<file path="src/spp_pkg.sv">
// Package for the sweep-and-prune pair finder: widths, constants, types.
// No dependencies.
package spp_pkg;
   localparam int ActiveDepth = 32;
   localparam int IdxW = $clog2(ActiveDepth);
   localparam int CntW = $clog2(ActiveDepth + 1);
   localparam int IdW = 16;
   localparam int PosW = 32;
   localparam int CutW = 31;
   localparam int ExtW = 34;
   localparam logic [PosW-1:0] PosMin = {1'b1, {(PosW-1){1'b0}}};

   typedef struct packed {
      logic [IdW-1:0]  particle_id;
      logic [PosW-1:0] position;
      logic            start_sweep;
   } req_type;

   typedef struct packed {
      logic [IdW-1:0] low_id;
      logic [IdW-1:0] high_id;
      logic           is_pair;
      logic           last;
      logic           overflow;
      logic           order_error;
   } rsp_type;

   // classified transaction passed from front to back
   typedef struct packed {
      logic [IdW-1:0]  particle_id;
      logic [PosW-1:0] position;
      logic            start_sweep;
      logic            order_error;
   } job_type;
endpackage

</file>
<file path="src/spp_if.sv">
// Valid/ready channel interfaces, each carrying one packed payload.
// Depends on spp_pkg for payload types.
interface spp_req_if;
   logic               valid;
   logic               ready;
   spp_pkg::req_type   data;
   modport source (output valid, output data, input ready);
   modport sink (input valid, input data, output ready);
endinterface

interface spp_rsp_if;
   logic               valid;
   logic               ready;
   spp_pkg::rsp_type   data;
   modport source (output valid, output data, input ready);
   modport sink (input valid, input data, output ready);
endinterface

</file>
<file path="src/sweep_prune_pair_finder_top.sv">
// Sweep-and-prune pair finder: for each particle (ascending position) it walks
// the active list and reports candidate pairs, then a closing transaction.
// The back end reads the N active entries one after another through the single
// read port of the active-list RAM, emitting one transaction per pair, and it
// holds while rsp is not ready. A two-entry queue lets the next particle be
// accepted while the current one is swept.
module sweep_prune_pair_finder_top (
   input  logic                     clock,
   input  logic                     reset,
   spp_req_if.sink                  req,
   spp_rsp_if.source                rsp,
   input  logic                     csr_wr_en,
   input  logic [spp_pkg::CutW-1:0] csr_wr_data
);
   logic [spp_pkg::CutW-1:0] cutoff_ff;
   logic                     job_valid, job_ready;
   spp_pkg::job_type         job_data;

   always_ff @(posedge clock) begin
      if (reset) cutoff_ff <= '0;
      else if (csr_wr_en) cutoff_ff <= csr_wr_data;
   end

   spp_front u_front (
      .clock, .reset, .in_valid(req.valid), .in_ready(req.ready),
      .in_data(req.data), .job_valid, .job_ready, .job_data);

   spp_back u_back (
      .clock, .reset, .cutoff(cutoff_ff), .job_valid, .job_ready, .job_data,
      .out_valid(rsp.valid), .out_ready(rsp.ready), .out_data(rsp.data));
endmodule

</file>
<file path="src/spp_ram.sv">
// Generic single-write, single-read RAM with registered read.
// No dependencies.
module spp_ram #(
   parameter int Width = 8,
   parameter int Depth = 4
) (
   input  logic                     clock,
   input  logic                     wr_en,
   input  logic [$clog2(Depth)-1:0] wr_addr,
   input  logic [Width-1:0]         wr_data,
   input  logic [$clog2(Depth)-1:0] rd_addr,
   output logic [Width-1:0]         rd_data
);
   logic [Width-1:0] mem_ff [Depth];

   always_ff @(posedge clock) begin
      if (wr_en) begin
         mem_ff[wr_addr] <= wr_data;
      end
      rd_data <= mem_ff[rd_addr];
   end
endmodule

</file>
<file path="src/spp_front.sv">
// Front end: accepts particles, tracks previous position, flags order errors,
// and queues classified jobs in a two-entry FIFO. Depends on spp_pkg.
module spp_front (
   input  logic              clock,
   input  logic              reset,
   input  logic              in_valid,
   output logic              in_ready,
   input  spp_pkg::req_type  in_data,
   output logic              job_valid,
   input  logic              job_ready,
   output spp_pkg::job_type  job_data
);
   logic [spp_pkg::PosW-1:0] prev_ff, prev_in;
   spp_pkg::job_type         q_ff [2];
   logic                     wp_ff, rp_ff;
   logic [1:0]               cnt_ff;
   logic                     push, pop;
   spp_pkg::job_type         job_in;
   logic [spp_pkg::PosW-1:0] base;

   assign in_ready = (cnt_ff != 2'd2);
   assign push = in_valid && in_ready;
   assign job_valid = (cnt_ff != 2'd0);
   assign pop = job_valid && job_ready;
   assign job_data = q_ff[rp_ff];

   always_comb begin
      base = in_data.start_sweep ? spp_pkg::PosMin : prev_ff;
      job_in.particle_id = in_data.particle_id;
      job_in.position = in_data.position;
      job_in.start_sweep = in_data.start_sweep;
      job_in.order_error = $signed(in_data.position) < $signed(base);
      prev_in = push ? in_data.position : prev_ff;
   end

   always_ff @(posedge clock) begin
      if (push) begin
         q_ff[wp_ff] <= job_in;
      end
      if (reset) begin
         prev_ff <= spp_pkg::PosMin;
         wp_ff <= 1'b0;
         rp_ff <= 1'b0;
         cnt_ff <= 2'd0;
      end else begin
         prev_ff <= prev_in;
         if (push) wp_ff <= ~wp_ff;
         if (pop) rp_ff <= ~rp_ff;
         cnt_ff <= cnt_ff + {1'b0, push} - {1'b0, pop};
      end
   end
endmodule

</file>
<file path="src/spp_back.sv">
// Back end: walks the active list in RAM, emits pairs, compacts survivors, appends the
// particle if it fits, emits the closing transaction. Depends on spp_pkg, spp_ram.
module spp_back (
   input  logic                     clock,
   input  logic                     reset,
   input  logic [spp_pkg::CutW-1:0] cutoff,
   input  logic                     job_valid,
   output logic                     job_ready,
   input  spp_pkg::job_type         job_data,
   output logic                     out_valid,
   input  logic                     out_ready,
   output spp_pkg::rsp_type         out_data
);
   typedef enum logic [2:0] {IDLE, READ, CHECK, EMIT, CLOSE} state_type;

   state_type                 state_ff;
   spp_pkg::job_type          job_ff;
   logic [spp_pkg::CntW-1:0]  count_ff, rd_ff, keep_ff;
   spp_pkg::rsp_type          out_ff;
   logic [spp_pkg::IdW-1:0]   rid;
   logic [spp_pkg::PosW-1:0]  rpos;
   logic                      wr_en;
   logic [spp_pkg::IdxW-1:0]  wr_addr;
   logic [spp_pkg::IdW-1:0]   wr_id;
   logic [spp_pkg::PosW-1:0]  wr_pos;
   logic signed [spp_pkg::ExtW-1:0] lhs, rhs;
   logic                      hit;
   logic                      room;

   spp_ram #(.Width(spp_pkg::IdW), .Depth(spp_pkg::ActiveDepth)) u_ids (
      .clock, .wr_en, .wr_addr, .wr_data(wr_id),
      .rd_addr(rd_ff[spp_pkg::IdxW-1:0]), .rd_data(rid));
   spp_ram #(.Width(spp_pkg::PosW), .Depth(spp_pkg::ActiveDepth)) u_pos (
      .clock, .wr_en, .wr_addr, .wr_data(wr_pos),
      .rd_addr(rd_ff[spp_pkg::IdxW-1:0]), .rd_data(rpos));

   assign job_ready = (state_ff == IDLE);
   assign out_data = out_ff;

   always_comb begin
      lhs = $signed({{2{rpos[spp_pkg::PosW-1]}}, rpos})
          + $signed({3'b000, cutoff});
      rhs = $signed({{2{job_ff.position[spp_pkg::PosW-1]}}, job_ff.position})
          - $signed({3'b000, cutoff});
      hit = (lhs >= rhs);
      room = (keep_ff < spp_pkg::CntW'(spp_pkg::ActiveDepth));
      wr_en = 1'b0;
      wr_addr = keep_ff[spp_pkg::IdxW-1:0];
      wr_id = rid;
      wr_pos = rpos;
      if (state_ff == CHECK && hit) begin
         wr_en = 1'b1;
      end else if (state_ff == CLOSE && !out_valid && room) begin
         wr_en = 1'b1;
         wr_id = job_ff.particle_id;
         wr_pos = job_ff.position;
      end
   end

   always_ff @(posedge clock) begin
      if (reset) begin
         state_ff <= IDLE;
         count_ff <= '0;
         out_valid <= 1'b0;
      end else begin
         case (state_ff)
            IDLE: begin
               if (job_valid) begin
                  job_ff <= job_data;
                  if (job_data.start_sweep) count_ff <= '0;
                  rd_ff <= '0;
                  keep_ff <= '0;
                  state_ff <= READ;
               end
            end
            READ: begin
               if (rd_ff < count_ff) state_ff <= CHECK;
               else state_ff <= CLOSE;
               if (job_ff.start_sweep) state_ff <= CLOSE;
            end
            CHECK: begin
               rd_ff <= rd_ff + spp_pkg::CntW'(1);
               if (hit) begin
                  keep_ff <= keep_ff + spp_pkg::CntW'(1);
                  out_ff.low_id <= (job_ff.particle_id < rid) ? job_ff.particle_id : rid;
                  out_ff.high_id <= (job_ff.particle_id < rid) ? rid : job_ff.particle_id;
                  out_ff.is_pair <= 1'b1;
                  out_ff.last <= 1'b0;
                  out_ff.overflow <= 1'b0;
                  out_ff.order_error <= 1'b0;
                  out_valid <= 1'b1;
                  state_ff <= EMIT;
               end else begin
                  state_ff <= READ;
               end
            end
            EMIT: begin
               if (out_ready) begin
                  out_valid <= 1'b0;
                  state_ff <= READ;
               end
            end
            CLOSE: begin
               if (!out_valid) begin
                  if (room) begin
                     count_ff <= keep_ff + spp_pkg::CntW'(1);
                  end else begin
                     count_ff <= keep_ff;
                  end
                  out_ff.low_id <= '0;
                  out_ff.high_id <= '0;
                  out_ff.is_pair <= 1'b0;
                  out_ff.last <= 1'b1;
                  out_ff.overflow <= !room;
                  out_ff.order_error <= job_ff.order_error;
                  out_valid <= 1'b1;
               end else if (out_ready) begin
                  out_valid <= 1'b0;
                  state_ff <= IDLE;
               end
            end
            default: state_ff <= IDLE;
         endcase
      end
   end
endmodule

</file>
<file path="src/flat_wrapper.sv">
// flat-port wrapper written by rule: the top's interface ports become plain ports
module sweep_prune_pair_finder_top_flat 
  (clock, reset, csr_wr_en, csr_wr_data, req_valid, req_data, req_ready, rsp_valid, rsp_data, rsp_ready);
  spp_req_if req_i ();
  spp_rsp_if rsp_i ();
  input  logic clock;
  input  logic reset;
  input  logic csr_wr_en;
  input  logic [spp_pkg::CutW-1:0] csr_wr_data;
  input wire logic [$bits(req_i.valid)-1:0] req_valid;
  input wire logic [$bits(req_i.data)-1:0] req_data;
  output wire logic [$bits(req_i.ready)-1:0] req_ready;
  output wire logic [$bits(rsp_i.valid)-1:0] rsp_valid;
  output wire logic [$bits(rsp_i.data)-1:0] rsp_data;
  input wire logic [$bits(rsp_i.ready)-1:0] rsp_ready;
  assign req_i.valid = req_valid;
  assign req_i.data = req_data;
  assign req_ready = req_i.ready;
  assign rsp_valid = rsp_i.valid;
  assign rsp_data = rsp_i.data;
  assign rsp_i.ready = rsp_ready;
  sweep_prune_pair_finder_top u_core (.clock(clock), .reset(reset), .req(req_i), .rsp(rsp_i), .csr_wr_en(csr_wr_en), .csr_wr_data(csr_wr_data));
endmodule
</file>
<file path="config.mk">
export PLATFORM = sky130hd
export DESIGN_NAME = sweep_prune_pair_finder_top_flat
export DESIGN_NICKNAME = d
export VERILOG_FILES = /design/src/spp_pkg.sv /design/src/spp_if.sv /design/src/sweep_prune_pair_finder_top.sv /design/src/spp_ram.sv /design/src/spp_front.sv /design/src/spp_back.sv /design/src/flat_wrapper.sv
export SDC_FILE = /design/constraint.sdc
export NUM_CORES = 2
export LEC_CHECK = 0
export ABC_AREA = 1
export BUFFER_PORTS_ARGS = -buffer_cell sky130_fd_sc_hd__buf_2
export CAP_MARGIN = 20
export CELL_PAD_IN_SITES_DETAIL_PLACEMENT = 1
export CELL_PAD_IN_SITES_GLOBAL_PLACEMENT = 1
export CORE_ASPECT_RATIO = 0.8
export CORE_MARGIN = 10
export CORE_UTILIZATION = 45
export CTS_CLUSTER_SIZE = 14
export DETAILED_ROUTE_END_ITERATION = 16
export PLACE_DENSITY_LB_ADDON = 0.1
export SYNTH_ARGS = -nofsm -noshare
export SYNTH_HDL_FRONTEND = slang
export SYNTH_SLANG_ARGS = --single-unit
</file>
<file path="constraint.sdc">
create_clock -name clock -period 8.29 [get_ports clock]
set_clock_uncertainty 0.15 [all_clocks]
set_input_delay 1.658 -clock clock [delete_from_list [all_inputs] [get_ports clock]]
set_output_delay 1.658 -clock clock [all_outputs]
set_load 0.005 [all_outputs]
</file>
Word-level counts from Yosys, hierarchy flattened
Memories as Yosys holds them, arrays and structs flattened. A register that Yosys moved wholly into a read port is not among the register bits.
Cells that the tools add are included.
Widths: inputs -> output; s select.

word-level totals
  bits of input ports = 85
  memories kept = 3
  logic and storage cells = 109
  RAM bits = 1636
  bits in registers = 175
  output and inout bits = 38

memories
  memory                      depth  width  rd ports  clocked after Yosys merged registers in  write ports  line             RTL
  u_core.u_back.u_pos.mem_ff  32     32     1         1                                        1            spp_ram.sv:14    logic [Width-1:0] mem_ff [Depth];
  u_core.u_back.u_ids.mem_ff  32     16     1         1                                        1            spp_ram.sv:14
  u_core.u_front.q_ff         2      50     1         1                                        1            spp_front.sv:14  spp_pkg::job_type q_ff [2];

operators by class
  multiplexer cells = 40
  eq/ne operators = 12
  add/subtract/negate cells = 6
  reduce and logical (&&, ||, !) cells = 20
  magnitude comparators = 5
  bitwise operators = 3

operator list
  kind                 count
  $mux 32              3
  $mux 36              2
  $pmux 36 s2          1
  $mux 16              4
  $mux 6               6
  $pmux 6 s2           3
  $add 32x32->33       1
  $ge 33x33->1         1
  $sub 32x32->33       1
  $lt 32x32->1         1
  $mux 3               6
  $lt 16x16->1         1
  $ne 2x2->1 const B   8
  $reduce_and 4->1     4
  $pmux 3 s5           1
  $add 6x1->6 const B  2
  $mux 1               12
  $reduce_and 3->1     3
  $reduce_bool 2->1    4
  $eq 3x2->1 const B   2
  $lt 6x6->1           1
  $lt 6x6->1 const B   1
  $logic_and 1x1->1    5
  $eq 3x1->1 const B   1
  other kinds (9)      12

Logic depth before layout (Yosys ltp)
  depth in word-level cells = 7
  depth in mapped cells = 32
  depth with buffers taken out = 32

Cells and area by module
A second synthesis with hierarchy kept.

unflattened totals
  cells, all modules = 7352
  area, all modules = 80828.8 um^2

modules (own cells, without submodules)
  module                         sequential area each (um^2)  area an instance (um^2)  cells an instance  times used
  spp_ram (u_core.u_back.u_pos)  31390.1                      42405.7                  3536               1
  spp_ram (u_core.u_back.u_ids)  15695.1                      21301.7                  1794               1
  spp_back                       3143.0                       10075.9                  1371               1
  spp_front                      3743.6                       5745.5                   454                1
  sweep_prune_pair_finder_top    620.6                        1300.0                   197                1

Worst setup path before layout
OpenSTA, ideal clock, no wires.

  kind = register -> register
  start = register u_core.u_back.job_ff[2] (netlist bit)
  end = memory u_core.u_back.u_ids.mem_ff[31][0] (netlist bit) (enable)
  path buffers = 0
  setup slack = 2.469 ns
  required time = 7.686 ns
  data arrival time = 5.218 ns
  library setup time = 0.454 ns
  period minus slack after synthesis = 5.821 ns
  stages on the path, launching flop included = 32
  path through = edfxtp_1 inv_1 ha_1 inv_1 fa_1 nand3_1 nand2_1 nand3_1 nand2_1 nand2_1 nand2_1 nand2_1 nand2_1 nand4_1 nand2_1 xor2_1 ha_1 nand2_1 nand2_1 nand2_1 nand2_1 a21oi_1 nand2_1 nor2_1 nand2_1 nand2_1 nand2_2 inv_2 nand2_4 nand2_8 nand2_8 nor2_1

between the ends
  cells in the longest elaborated chain, start to end = 6

RTL lines
  item                          line            RTL
  start, declared               spp_back.sv:17  spp_pkg::job_type job_ff;
  start signal, assigned        spp_back.sv:69  job_ff <= job_data;
  $sub 32x32->33                spp_back.sv:44  - $signed({3'b000, cutoff});
  $ge 33x33->1                  spp_back.sv:45  hit = (lhs >= rhs);
  $logic_and 1x1->1             spp_back.sv:51  if (state_ff == CHECK && hit) begin
  $mux 1                        spp_back.sv:51
  $mux 1                        spp_ram.sv:17   if (wr_en) begin
  $mux 1 (implied by the code)  spp_ram.sv:18   mem_ff[wr_addr] <= wr_data;
  end, declared                 spp_ram.sv:14

No other way between the ends.

Final worst setup path
  start = register u_core.u_back.job_ff[8] (netlist bit)
  end = memory u_core.u_back.u_pos.mem_ff[17][8] (netlist bit) (enable)

between the ends
  cells in the longest elaborated chain, start to end = 6

RTL lines
  item                          line
  $sub 32x32->33                spp_back.sv:44
  $ge 33x33->1                  spp_back.sv:45
  $logic_and 1x1->1             spp_back.sv:51
  $mux 1                        spp_back.sv:51
  $mux 1                        spp_ram.sv:17
  $mux 1 (implied by the code)  spp_ram.sv:18
  end, declared                 spp_ram.sv:14

No other way between the ends.

==> qor.csv <==
stage;metric;value;unit
sta;period_minus_slack;6.12;ns
min_path;hold_path_depth;1;
clock_tree;htree_levels;4;
sta;worstMarginPinSlew;1.10;ns
final_layout;area_growth;12.3;%
run_status;status;finished, final reports clean;
global_routing;use_met2;40.6;%
synthesis;synth_top_flop_cell;edfxtp_1;
synthesis;ys_ff_latch;1860;
sta;timing.slew.headroom;26.1;%
clock_tree;numCtsBuffers;188;
route;drc;0;
setup_path;rr_startpoint;u_core.u_back.job_ff[8]$_DFFE_PP_;
clock_tree;cts.path.max_buffers;3;
route;first_iter_violations;5095;
sta;setup_tns;0;ns
route;vias;51900;
final_layout;diodes;0;
setup_path;r2r_setup_slack;2.17;ns
clock_tree;postCtsHoldBufs;0;
floorplan;die_h;390;microns
sta;setup_viol;0;
floorplan;ioPinCount;123;
pwr;p_leak;29.4;nW
sta;max_freq;163;MHz
synthesis;async_flop_share;0;%
pwr;power_density;356;mW/mm^2
synthesis;ys_types;52;
global_routing;grt_use_met1;36.6;%
synthesis;synthCells;6319;
clock_tree;clock_latency;0.82;ns
synthesis;yosysSeqAreaShare;70.9;%
min_path;hp-class;reg2reg;
global_routing;grt.overflow.total;0;
synthesis;synth_warnings;0;
floorplan;num_rows;135;
placed_design;io_buffers;122;
clock_tree;cts_root_buf;clkbuf_16;
route;final_antenna_net_count;0;
setup_path;crit_arrival;6.43;ns
sta;rsz0062_at_grt;no;
floorplan;die_area;0.188;sq mm
run;max_cap_violations;0;
sta;maxSlewViolCount;0;
floorplan;die_width;482;microns
global_routing;grt_first_pass_wirelength;359000;microns
setup_path;path_class;reg2reg;
sta;fin_crit_sh;73.9;%
clock_tree;cts.sinks;1860;
route;wl_per_cell;27.9;microns
final_layout;fillCellCount;17400;
synthesis;syn_nets;6560;
global_routing;grtUsageMet3;3.27;%
placed_design;dp.final_hpwl;147000;microns
clock_tree;clkTransAtPathRegs;0.06;ns
setup_path;cp-start-kind;flip-flop;
pwr;vdd_ir_drop_max;212;uV
setup_path;rr_worst_depth;23;
global_routing;antenna_found_initial;8;
synthesis;syn_area_per_cell;12.2;sq um
setup_path;cp.required;8.60;ns
sta;hold_violations;0;
floorplan;core-area;0.170;sq mm
global_routing;grt_max_degree;199;
setup_path;timing.rr.end;u_core.u_back.u_pos.mem_ff[17][8]$_DFFE_PP_;
route;drtPass1Iterations;6;
clock_tree;post_cts_buffers;0;
synthesis;synth_edf_count;1734;
final_layout;num-nets-final;6617;
clock_tree;cts_tree;built;
synthesis;synthesis.area;0.0770;sq mm
min_path;holdCritStartpoint;u_core.u_front.rp_ff$_SDFFE_PP0P_;
sta;fin_hold_ws;0.311;ns
clock_tree;cts-resized-gates;0;
global_routing;busiest_layer;met2;
final_layout;drive_gt1_share;9.29;%
global_routing;grt_usage;25.4;%
setup_path;crit_fanout;26;
placed_design;finalWeightedCongestion;0.889;
route;wirelength;246000;microns
global_routing;grt_pass1_vias;52600;
floorplan;initial_utilization;45.4;%
setup_path;end_kind;flip-flop;
route;via_per_inst;5.89;
-- kinds of logic after synthesis --
group	synth area share (%)
and+or+nand+nor	10.4
DFF	70.9
AOI/OAI and AO/OA	12.1
buffers and inverters	3.29
adders and majority gates	2.56
xor gates and xnor gates	0.728
-- layout by cell type, fill, tap and decap left out, types with 17 or more instances in the layout --
cell type,n
edfxtp_1,1734
nor2_1,937
o21ai_0,871
nand2_1,737
o22ai_1,238
inv_1,215
clkbuf_16,191
a21oi_1,188
nand3_1,177
ha_1,154
o221ai_1,147
dfxtp_1,125
buf_2,122
buf_4,93
o21ai_1,70
nand4_1,60
clkinv_1,50
o211ai_1,48
clkbuf_1,46
clkinv_2,41
nor2_4,39
xor2_1,38
xnor2_1,26
o21ai_4,17
buf_12,17
-- worst max path at each step --
stage	startpoint	endpoint	slack (ns)
after global routing	u_core.u_back.job_ff[8]$_DFFE_PP_	u_core.u_back.u_pos.mem_ff[17][15]$_DFFE_PP_	1.84
after detailed placement	u_core.u_back.job_ff[2]$_DFFE_PP_	u_core.u_back.u_pos.mem_ff[24][11]$_DFFE_PP_	2.24
after floorplan	u_core.u_back.job_ff[2]$_DFFE_PP_	u_core.u_back.u_ids.mem_ff[31][0]$_DFFE_PP_	2.47
final	u_core.u_back.job_ff[8]$_DFFE_PP_	u_core.u_back.u_pos.mem_ff[17][8]$_DFFE_PP_	2.17
after CTS	u_core.u_back.job_ff[2]$_DFFE_PP_	u_core.u_back.u_pos.mem_ff[24][7]$_DFFE_PP_	2.22
after global placement	u_core.u_back.job_ff[2]$_DFFE_PP_	u_core.u_back.u_pos.mem_ff[7][15]$_DFFE_PP_	2.22
-- report_power, final --
part / internal [mW] / switching, mW / total, mW
Sequential: 12.3 / 0.313 / 12.6
Combinational: 2.45 / 7.50 / 9.94
Clock: 4.51 / 3.69 / 8.20
Total: 19.3 / 11.5 / 30.8
-- sequential cells by signal, indices dropped and copies added, names as in the netlist, 31 cells and up, named ones only --
register / cells
u_core.cutoff_ff: 31
u_core.u_back.job_ff: 50
u_core.u_back.out_data: 36
u_core.u_back.u_ids.mem_ff: 512
u_core.u_back.u_pos.mem_ff: 1024
u_core.u_back.u_pos.rd_data: 32
u_core.u_front.prev_ff: 32
u_core.u_front.q_ff: 100
-- area by class of cell --
type | count | area (sq um) | area share [%]
inverter | 235 | 913 | 1.06
timing repair buffer | 244 | 1980 | 2.29
sequential | 1860 | 54600 | 63.1
multi-input combinational | 3847 | 20300 | 23.5
tap | 2260 | 2830 | 3.27
clock inverter | 112 | 832 | 0.962
clock buffer | 239 | 4980 | 5.76
-- cell usage after synthesis (86+ instances only) --
cell | count | share of area (%)
ha_1 | 154 | 2.5
clkbuf_1 | 239 | 1.2
inv_1 | 216 | 1.1
a21oi_1 | 190 | 1.2
edfxtp_1 | 1734 | 68
o21ai_1 | 86 | 0.56
o21ai_0 | 872 | 5.7
o221ai_1 | 147 | 1.7
o22ai_1 | 238 | 1.9
nand3_1 | 177 | 1.2
buf_2 | 105 | 0.68
nor2_1 | 966 | 4.7
nand2_1 | 744 | 3.6
dfxtp_1 | 126 | 3.3
-- through the flow --
stage / instance area, sq um / worst slack (ns) / instances / utilization (%) / total power [mW]
after floorplan: 77000 / 2.47 / 6319 / - / 18.3
after global placement: 80300 / 2.22 / 8431 / 47.3 / 22.4
after detailed placement: 80300 / 2.24 / 8434 / 47.4 / 22.6
after CTS: 86100 / 2.22 / 8785 / 50.8 / 30.8
after global routing: 86500 / 1.84 / 8797 / 51.0 / 32.2
final: 86500 / 2.17 / 8797 / 51.0 / 30.8
-- layer usage --
metal,up-vias,share of wire (%)
li1,23200,-
met1,26800,45
met2,1516,47
met3,295,5.4
met4,0,2.7
met5,-,0
-- critical path: stages (launching register included) --
cell      delay (ns)
edfxtp_1        0.41
ha_1            0.40
a21oi_1         0.22
o21ai_0         0.12
a21oi_1         0.54
inv_1           0.14
a21oi_1         0.39
xor2_1          0.14
ha_1            0.31
nand2_1         0.07
nor2_1          0.20
nand3_1         0.14
nor2_1          0.28
nand3_1         0.13
nand2_1         0.07
inv_1           0.04
nand3_2         0.07
nand2_2         0.13
inv_2           0.10
nand2_4         0.07
nand2_8         0.12
nand2_4         0.20
nor2_4          0.78
buf_4           0.47
Power figures use the tool's default switching activity.
